==> config.mk <==
export PLATFORM = sky130hd
export DESIGN_NAME = haptic_pattern_controller_top
export DESIGN_NICKNAME = d
export VERILOG_FILES = /design/src/rtl/hpc_pkg.sv /design/src/rtl/hpc_blink.sv /design/src/rtl/hpc_seq.sv /design/src/rtl/haptic_pattern_controller_top.sv
export SDC_FILE = /design/constraint.sdc
export NUM_CORES = 1
export LEC_CHECK = 0
export ABC_AREA = 1
export BUFFER_PORTS_ARGS = -buffer_cell sky130_fd_sc_hd__buf_2
export CORE_ASPECT_RATIO = 1.4
export CORE_MARGIN = 2
export CORE_UTILIZATION = 29
export CTS_CLUSTER_SIZE = 12
export DETAILED_ROUTE_END_ITERATION = 8
export PLACE_DENSITY_LB_ADDON = 0.1
export SLEW_MARGIN = 20
export SYNTH_ARGS = -nofsm -noshare
export SYNTH_HDL_FRONTEND = slang
export SYNTH_HIERARCHICAL = 1
export SYNTH_SLANG_ARGS = --single-unit
==> constraint.sdc <==
create_clock -name clk_i -period 6.4 [get_ports clk_i]
set_input_delay 0.64 -clock clk_i [delete_from_list [all_inputs] [get_ports clk_i]]
set_output_delay 0.64 -clock clk_i [all_outputs]
set_load 0.02 [all_outputs]
==> src/rtl/hpc_pkg.sv <==
// ----------------------------------------------------------------------------
// hpc_pkg: shared types and constants of the haptic pattern controller
// Holds the operation and event codes, the mode codes, the configuration and
// result bundles, and the constants of the breathing and blink patterns.
// ----------------------------------------------------------------------------
package hpc_pkg;

  localparam int unsigned OpW    = 3;
  localparam int unsigned TimeW  = 32;
  localparam int unsigned LevelW = 7;
  localparam int unsigned StepW  = 16;
  localparam int unsigned PhaseW = 6;
  localparam int unsigned ModeW  = 2;
  localparam int unsigned CfgIdxW = 2;

  // Operation codes carried by an input request.
  localparam logic [OpW-1:0] OP_TICK        = 3'd0;
  localparam logic [OpW-1:0] OP_BREATH_START = 3'd1;
  localparam logic [OpW-1:0] OP_BREATH_STOP  = 3'd2;
  localparam logic [OpW-1:0] OP_CALIB_START  = 3'd3;
  localparam logic [OpW-1:0] OP_DISCONNECT   = 3'd4;

  // Event codes reported with each result.
  localparam logic [OpW-1:0] EV_NONE          = 3'd0;
  localparam logic [OpW-1:0] EV_BREATH_START  = 3'd1;
  localparam logic [OpW-1:0] EV_BREATH_STOP   = 3'd2;
  localparam logic [OpW-1:0] EV_CALIB_START   = 3'd3;
  localparam logic [OpW-1:0] EV_CALIB_DONE    = 3'd4;
  localparam logic [OpW-1:0] EV_UNKNOWN       = 3'd5;

  // Operating modes.
  localparam logic [ModeW-1:0] MODE_IDLE   = 2'd0;
  localparam logic [ModeW-1:0] MODE_BREATH = 2'd1;
  localparam logic [ModeW-1:0] MODE_CALIB  = 2'd2;

  // Configuration register indexes.
  localparam logic [CfgIdxW-1:0] CFG_BREATH_STEP = 2'd0;
  localparam logic [CfgIdxW-1:0] CFG_CALIB_MS    = 2'd1;
  localparam logic [CfgIdxW-1:0] CFG_CALIB_LEVEL = 2'd2;
  localparam logic [CfgIdxW-1:0] CFG_PRESENT     = 2'd3;

  // Configuration reset values.
  localparam logic [StepW-1:0]  BREATH_STEP_RST = 16'd120;
  localparam logic [TimeW-1:0]  CALIB_MS_RST    = 32'd12000;
  localparam logic [LevelW-1:0] CALIB_LEVEL_RST = 7'h35;

  // Triangle phase: 40 steps, rising for the first 20.
  localparam logic [PhaseW-1:0] PHASE_COUNT = 6'd40;
  localparam logic [PhaseW-1:0] PHASE_HALF  = 6'd20;
  localparam logic [PhaseW-1:0] PHASE_TOP   = 6'd39;

  // Blink half period is 250 ms. The parity of now/250 equals the parity of
  // (now>>1)/125, which is bit BLINK_SHIFT of (now>>1) * ceil(2^38/125).
  // The rounding error stays below one quotient step for any 31-bit value.
  localparam logic [TimeW-1:0] BLINK_RECIP = 32'd2199023256;
  localparam int unsigned      BLINK_SHIFT = 38;

  typedef struct packed {
    logic [StepW-1:0]  breath_step_ms;
    logic [TimeW-1:0]  calibration_ms;
    logic [LevelW-1:0] calibration_level;
    logic              haptic_present;
  } cfg_t;

  typedef struct packed {
    logic [LevelW-1:0] motor_level;
    logic              led_on;
    logic [OpW-1:0]    event_code;
    logic              breath_active;
    logic              calibration_active;
  } res_t;

endpackage

==> src/rtl/hpc_blink.sv <==
// ----------------------------------------------------------------------------
// hpc_blink: calibration blink phase
// Tells whether the current 250 ms half period is an off half, using a
// constant reciprocal multiply instead of a divider.
// ----------------------------------------------------------------------------
module hpc_blink
  import hpc_pkg::*;
(
  input  logic [TimeW-1:0] now_ms_i,
  output logic             blink_off_o
);

  localparam int unsigned ProdW = 2 * TimeW - 1;

  logic [ProdW-1:0] prod;

  assign prod        = ProdW'(now_ms_i[TimeW-1:1]) * ProdW'(BLINK_RECIP);
  assign blink_off_o = prod[BLINK_SHIFT];

endmodule

==> src/rtl/hpc_seq.sv <==
// ----------------------------------------------------------------------------
// hpc_seq: pattern sequencer state and result register
// Applies one operation to the mode, phase and timing state and loads the
// result register in the same cycle.
// ----------------------------------------------------------------------------
module hpc_seq
  import hpc_pkg::*;
(
  input  logic             clk_i,
  input  logic             rst_ni,
  input  logic             adv_i,
  input  logic [OpW-1:0]   op_i,
  input  logic [TimeW-1:0] now_ms_i,
  input  cfg_t             cfg_i,
  input  logic             blink_off_i,
  output res_t             res_o
);

  logic [ModeW-1:0]  mode_q, mode_d;
  logic [PhaseW-1:0] phase_q, phase_d;
  logic [TimeW-1:0]  last_q, last_d;
  logic [TimeW-1:0]  start_q, start_d;
  logic [LevelW-1:0] drive_q, drive_d;
  logic [OpW-1:0]    event_d;
  res_t              res_q;

  logic [PhaseW-1:0] phase_cur;
  logic [PhaseW-1:0] phase_mirror;
  logic [LevelW-1:0] breath_level;
  logic [TimeW-1:0]  step_elapsed;
  logic [TimeW-1:0]  calib_elapsed;
  logic              step_due;
  logic              calib_done;

  assign phase_cur    = (phase_q >= PHASE_COUNT) ? '0 : phase_q;
  assign phase_mirror = PHASE_TOP - phase_cur;
  assign breath_level = (phase_cur < PHASE_HALF) ? {phase_cur[4:0], 2'b00}
                                                 : {phase_mirror[4:0], 2'b00};
  assign step_elapsed  = now_ms_i - last_q;
  assign calib_elapsed = now_ms_i - start_q;
  assign step_due      = step_elapsed >= {{(TimeW-StepW){1'b0}}, cfg_i.breath_step_ms};
  assign calib_done    = calib_elapsed >= cfg_i.calibration_ms;

  always_comb begin
    mode_d  = mode_q;
    phase_d = phase_q;
    last_d  = last_q;
    start_d = start_q;
    drive_d = drive_q;
    event_d = EV_NONE;
    case (op_i)
      OP_TICK: begin
        if (mode_q == MODE_BREATH) begin
          if (step_due) begin
            last_d  = now_ms_i;
            drive_d = breath_level;
            phase_d = (phase_cur == PHASE_TOP) ? '0 : phase_cur + 6'd1;
          end
        end else if (mode_q == MODE_CALIB) begin
          drive_d = blink_off_i ? '0 : cfg_i.calibration_level;
          if (calib_done) begin
            mode_d  = MODE_IDLE;
            drive_d = '0;
            event_d = EV_CALIB_DONE;
          end
        end
      end
      OP_BREATH_START: begin
        mode_d  = MODE_BREATH;
        phase_d = '0;
        last_d  = '0;
        event_d = EV_BREATH_START;
      end
      OP_BREATH_STOP: begin
        mode_d  = MODE_IDLE;
        drive_d = '0;
        event_d = EV_BREATH_STOP;
      end
      OP_CALIB_START: begin
        mode_d  = MODE_CALIB;
        start_d = now_ms_i;
        event_d = EV_CALIB_START;
      end
      OP_DISCONNECT: begin
        mode_d  = MODE_IDLE;
        drive_d = '0;
      end
      default: begin
        event_d = EV_UNKNOWN;
      end
    endcase
  end

  always_ff @(posedge clk_i or negedge rst_ni) begin
    if (!rst_ni) begin
      mode_q  <= MODE_IDLE;
      phase_q <= '0;
      last_q  <= '0;
      start_q <= '0;
      drive_q <= '0;
    end else if (adv_i) begin
      mode_q  <= mode_d;
      phase_q <= phase_d;
      last_q  <= last_d;
      start_q <= start_d;
      drive_q <= drive_d;
    end
  end

  always_ff @(posedge clk_i) begin
    if (adv_i) begin
      res_q.motor_level        <= cfg_i.haptic_present ? drive_d : '0;
      res_q.led_on             <= drive_d != '0;
      res_q.event_code         <= event_d;
      res_q.breath_active      <= mode_d == MODE_BREATH;
      res_q.calibration_active <= mode_d == MODE_CALIB;
    end
  end

  assign res_o = res_q;

`ifndef SYNTHESIS
  a_phase_range: assert property (@(posedge clk_i) disable iff (!rst_ni)
    phase_q < PHASE_COUNT)
    else $error("breathing phase left its range");

  a_stop_clears: assert property (@(posedge clk_i) disable iff (!rst_ni)
    (adv_i && (op_i == OP_BREATH_STOP || op_i == OP_DISCONNECT))
      |=> (drive_q == '0 && mode_q == MODE_IDLE))
    else $error("stop did not clear the drive level");

  a_calib_start: assert property (@(posedge clk_i) disable iff (!rst_ni)
    (adv_i && op_i == OP_CALIB_START)
      |=> (mode_q == MODE_CALIB && start_q == $past(now_ms_i)))
    else $error("calibration start not captured");
`endif

endmodule

==> src/rtl/haptic_pattern_controller_top.sv <==
// ----------------------------------------------------------------------------
// haptic_pattern_controller_top: haptic drive pattern sequencer
// Breathing and calibration blink patterns driven by timed requests, with a
// registered input stage, a sequencer stage and a result register.
// ----------------------------------------------------------------------------
//
//  Channel   Handshake                 Payload
//  -------   -----------------------   ---------------------------------------
//  input     in_valid_i / in_ready_o   op_i, now_ms_i
//  result    out_valid_o / out_ready_i motor_level_o, led_on_o, event_code_o,
//                                      breath_active_o, calibration_active_o
//  config    cfg_we_i (no wait)        cfg_idx_i, cfg_wdata_i
//
// Every request passes through the input register and then the result
// register, and one request can be accepted in every cycle unless a result
// stalls; the sequencer state update plus the blink reciprocal multiply sit
// in the single stage between the input register and the result register.
// Reset brings the configuration to its defaults and the mode to idle with a
// drive level of zero; both pipeline registers come up empty.
// A stalled result holds the result register; the input register then holds
// its request and in_ready_o falls until the result is taken.
// ----------------------------------------------------------------------------
module haptic_pattern_controller_top
  import hpc_pkg::*;
(
  input  logic               clk_i,
  input  logic               rst_ni,

  input  logic               in_valid_i,
  output logic               in_ready_o,
  input  logic [OpW-1:0]     op_i,
  input  logic [TimeW-1:0]   now_ms_i,

  output logic               out_valid_o,
  input  logic               out_ready_i,
  output logic [LevelW-1:0]  motor_level_o,
  output logic               led_on_o,
  output logic [OpW-1:0]     event_code_o,
  output logic               breath_active_o,
  output logic               calibration_active_o,

  input  logic               cfg_we_i,
  input  logic [CfgIdxW-1:0] cfg_idx_i,
  input  logic [TimeW-1:0]   cfg_wdata_i
);

  // Configuration registers. Writes must arrive only while the block is idle,
  // which the block does not enforce; the sequencer reads them directly.
  cfg_t cfg_q;

  always_ff @(posedge clk_i or negedge rst_ni) begin
    if (!rst_ni) begin
      cfg_q.breath_step_ms    <= BREATH_STEP_RST;
      cfg_q.calibration_ms    <= CALIB_MS_RST;
      cfg_q.calibration_level <= CALIB_LEVEL_RST;
      cfg_q.haptic_present    <= 1'b1;
    end else if (cfg_we_i) begin
      case (cfg_idx_i)
        CFG_BREATH_STEP: cfg_q.breath_step_ms    <= cfg_wdata_i[StepW-1:0];
        CFG_CALIB_MS:    cfg_q.calibration_ms    <= cfg_wdata_i;
        CFG_CALIB_LEVEL: cfg_q.calibration_level <= cfg_wdata_i[LevelW-1:0];
        CFG_PRESENT:     cfg_q.haptic_present    <= cfg_wdata_i[0];
        default: begin
        end
      endcase
    end
  end

  // Input register. The request in it is processed in the cycle in which the
  // result register is free or being emptied.
  logic             in_vld_q;
  logic [OpW-1:0]   op_q;
  logic [TimeW-1:0] now_q;
  logic             out_vld_q;
  logic             adv;

  assign adv        = in_vld_q && (!out_vld_q || out_ready_i);
  assign in_ready_o = !in_vld_q || adv;

  always_ff @(posedge clk_i or negedge rst_ni) begin
    if (!rst_ni) begin
      in_vld_q <= 1'b0;
    end else if (in_ready_o) begin
      in_vld_q <= in_valid_i;
    end
  end

  always_ff @(posedge clk_i) begin
    if (in_ready_o && in_valid_i) begin
      op_q  <= op_i;
      now_q <= now_ms_i;
    end
  end

  // Result register valid flag.
  always_ff @(posedge clk_i or negedge rst_ni) begin
    if (!rst_ni) begin
      out_vld_q <= 1'b0;
    end else if (adv) begin
      out_vld_q <= 1'b1;
    end else if (out_ready_i) begin
      out_vld_q <= 1'b0;
    end
  end

  // Blink half-period parity for the calibration pattern.
  logic blink_off;

  hpc_blink u_blink (
    .now_ms_i    (now_q),
    .blink_off_o (blink_off)
  );

  // Sequencer state and result register.
  res_t res;

  hpc_seq u_seq (
    .clk_i       (clk_i),
    .rst_ni      (rst_ni),
    .adv_i       (adv),
    .op_i        (op_q),
    .now_ms_i    (now_q),
    .cfg_i       (cfg_q),
    .blink_off_i (blink_off),
    .res_o       (res)
  );

  assign out_valid_o          = out_vld_q;
  assign motor_level_o        = res.motor_level;
  assign led_on_o             = res.led_on;
  assign event_code_o         = res.event_code;
  assign breath_active_o      = res.breath_active;
  assign calibration_active_o = res.calibration_active;

`ifndef SYNTHESIS
  a_led_motor: assert property (@(posedge clk_i) disable iff (!rst_ni)
    (out_vld_q && !res.led_on) |-> (res.motor_level == '0))
    else $error("motor driven while drive level is zero");

  a_modes_exclusive: assert property (@(posedge clk_i) disable iff (!rst_ni)
    out_vld_q |-> !(res.breath_active && res.calibration_active))
    else $error("breathing and calibration both active");

  a_input_held: assert property (@(posedge clk_i) disable iff (!rst_ni)
    (in_vld_q && !adv) |=> (in_vld_q && $stable(op_q) && $stable(now_q)))
    else $error("stalled request lost from input register");
`endif

endmodule

==> impl_metrics.tcl <==
set metrics [dict create \
    core-area_um2 75200 \
    outcome "finished with violations" \
    die_w_um 237 \
    tritoncts "built" \
    avgSynthCellArea_um2 8.29 \
    drive_gt1_frac 0.186 \
    worst_hold_path_type "in -> async" \
    ctsHoldBuffers 0 \
    r2r-start "now_q[24]" \
    worstReg2RegEnd "u_seq/res_o[11]" \
    crit_slowest_cell "fa_1" \
    slew_headroom 0.254 \
    cpMostUsedCell "fa_1" \
    max_slew.worst_pin.slew_ns 1.12 \
    seq_area_frac_synth 0.222 \
    fin_nets 3543 \
    cts_buffer_depth 2 \
    report.final.slew_viol_count 0 \
    min_period_over_period 1.03 \
    synth_nets 3291 \
    postRouteAntennaNets 0 \
    async_reset_ff_frac 0.741 \
    layout_common_cells "inv_1 (612), nand2_1 (537), ha_1 (288)" \
    clock.fmax_mhz 151 \
    period_minus_slack_ns 6.62 \
    grt_start_max_net_pins 72 \
    hold_viol_final 0 \
    cts-root-buf "clkbuf_16" \
    rsz0062_at_grt "true" \
    grt_usage 0.187 \
    r2r_slack_ns -0.22 \
    io-pin-count 89 \
    area_growth_pct 20.6 \
    fin_worst_skew_ns 0.0201 \
    fp-row-count 119 \
    grt_overflow 0 \
    cts_buffers 17 \
    dr.pass1.iters 5 \
    vias_per_cell 4.52 \
    synthDistinctLibCells 46 \
    die_h_um 330 \
    dieArea_um2 78300 \
    hpwl_mm 59.0 \
    synth_flop_cell "dfrtp_1" \
    worstRegToRegCells 29 \
    drc 0 \
    clk_pin_slew_ns 0.08 \
    crit_fanout 7 \
    insertion_delay_ns 0.50 \
    end_kind "flip-flop" \
    cp.required_ns 6.76 \
    antenna_cells 0 \
    syn_area_um2 22000 \
    worstSetupPathType "reg -> reg" \
    place.gp.congestion 0.859 \
    violations "negative setup slack" \
    worstPathArrival_ns 6.97 \
    cts.sinks 185 \
    max_cap_viol_count 0 \
    io_buffers 88 \
    layout_setup_ws_ns -0.216 \
    totalWireLength_mm 70.9 \
    start_util 0.293 \
    mostFrequentLayoutCell "inv_1" \
    grt_pass1_wl_mm 109 \
    ys_warn_count 6 \
    holdWs_ns 0.156 \
    syn_inst 2660 \
    worst_setup_path_start_kind "flip-flop" \
    vias 17600 \
    wl_per_cell_um 18.2 \
    ys_ff_latch 185 \
    antenna_found_initial 1 \
    setup_viol 15 \
    slowest_delay_ns 0.57 \
    grt_pass1_vias 18900 \
    drt_iter0_drc 701 \
    cts_max_level 4 \
    synth_edf_count 48 \
]
-- sequential cells by signal (all words and copies together) (netlist names) --
name and cells:
u_seq/last_q 32, op_q 3, u_seq/res_o 13, now_q 32, cfg_q 56, out_valid_o 1
u_seq/phase_q 6, u_seq/mode_q 2, in_vld_q 1, u_seq/start_q 32, u_seq/drive_q 7
-- metrics by stage --
stage | setup TNS (ns) | area [um^2] | setup slack, ns | util | std cells
3_3_place_gp | -9.21 | 24700 | -0.726 | 0.329 | 3813
4_1_cts | -1.63 | 26300 | -0.199 | 0.350 | 3887
3_5_place_dp | -9.72 | 24700 | -0.736 | 0.329 | 3813
6_report | -2.27 | 26600 | -0.216 | 0.354 | 3893
2_1_floorplan | 0 | 22200 | 0.00479 | - | 2660
5_1_grt | -5.52 | 26600 | -0.428 | 0.354 | 3893
-- area by class of cell --
type | instances | area [um^2]
fillers | 7828 | 48600
repair buffers | 272 | 2070
clock inverters | 15 | 139
well taps | 968 | 1210
clock buffers | 17 | 425
flip-flops and latches | 185 | 4890
inverters | 644 | 2420
multi-input cells | 1792 | 15400
-- critical path, delay by kind of cell (launching register included) --
kind            cells  cell delay (ns)
buf+inv             8             0.46
flops               1             0.52
simple gates       10             1.30
compound gates      2             0.26
fa+ha+maj           9             3.92
-- kinds of logic (layout without fill, tap and decap cells) --
logic type / after synthesis / after routing / synth area share
AND/OR/NAND/NOR: 925 / 925 / 0.182
flip-flops: 185 / 185 / 0.222
adder cells (fa/ha/maj): 557 / 557 / 0.389
buffers and inverters: 683 / 948 / 0.120
AO/OA/AOI/OAI: 255 / 255 / 0.0650
XOR/XNOR: 55 / 55 / 0.0219
-- repair_timing --
item                                    in CTS  in global routing
buffers inserted                            44                  7
pin swaps                                  137                 53
endpoints found under the setup margin      15                 15
resized for setup                          131                 53
-- per-layer routing --
metal | global-route usage | routed length, um
met1 | 0.201 | 27700
met2 | 0.373 | 39700
met3 | 0.0204 | 1240
met4 | 0.0671 | 2260
met5 | 0 | 0
-- worst max path at each step --
stage | start | endpoint | slack (ns) | depth (start not counted)
5_1_grt | now_q[23] | u_seq/res_o[5] | -0.43 | 30
6_report | now_q[24] | u_seq/res_o[11] | -0.22 | 29
2_1_floorplan | now_q[14] | u_seq/res_o[5] | 0.005 | 31
3_5_place_dp | now_q[17] | u_seq/res_o[5] | -0.74 | 29
4_1_cts | now_q[24] | u_seq/res_o[5] | -0.20 | 32
3_3_place_gp | now_q[6] | u_seq/res_o[5] | -0.73 | 31
-- cell usage after synthesis (3+ instances only) --
| cell | n | share of area |
|---|---|---|
| nand2_2 | 16 | 0.0045 |
| o21bai_1 | 4 | 0.0014 |
| inv_2 | 6 | 0.0010 |
| edfxtp_1 | 48 | 0.065 |
| nand3_2 | 19 | 0.0086 |
| xor2_1 | 44 | 0.017 |
| fa_1 | 214 | 0.19 |
| o221ai_1 | 3 | 0.0012 |
| nor2_4 | 4 | 0.0020 |
| o21a_1 | 3 | 0.0010 |
| o31ai_1 | 6 | 0.0020 |
| nor3_1 | 12 | 0.0027 |
| nor2_2 | 3 | 0.00085 |
| xnor2_1 | 11 | 0.0044 |
| o21ai_1 | 17 | 0.0039 |
| a21boi_0 | 6 | 0.0020 |
| o211ai_1 | 10 | 0.0034 |
| ha_1 | 343 | 0.19 |
| dfrtp_1 | 121 | 0.14 |
| nor2_1 | 151 | 0.026 |
| nand3b_1 | 3 | 0.0010 |
| nand4_1 | 53 | 0.015 |
| nand2_4 | 3 | 0.0015 |
| buf_2 | 20 | 0.0045 |
| o21ai_2 | 12 | 0.0048 |
| a31oi_1 | 4 | 0.0011 |
| buf_6 | 6 | 0.0031 |
| o21ai_0 | 43 | 0.0098 |
| buf_4 | 3 | 0.0010 |
| nand2_1 | 547 | 0.093 |
| a21oi_1 | 143 | 0.032 |
| nand3_1 | 104 | 0.024 |
| inv_1 | 637 | 0.11 |
| clkbuf_1 | 8 | 0.0014 |
| dfstp_2 | 16 | 0.019 |
Power is left out: the tool's default activity adds up to more than one toggle a clock period on the data nets, which glitch-free logic cannot reach.
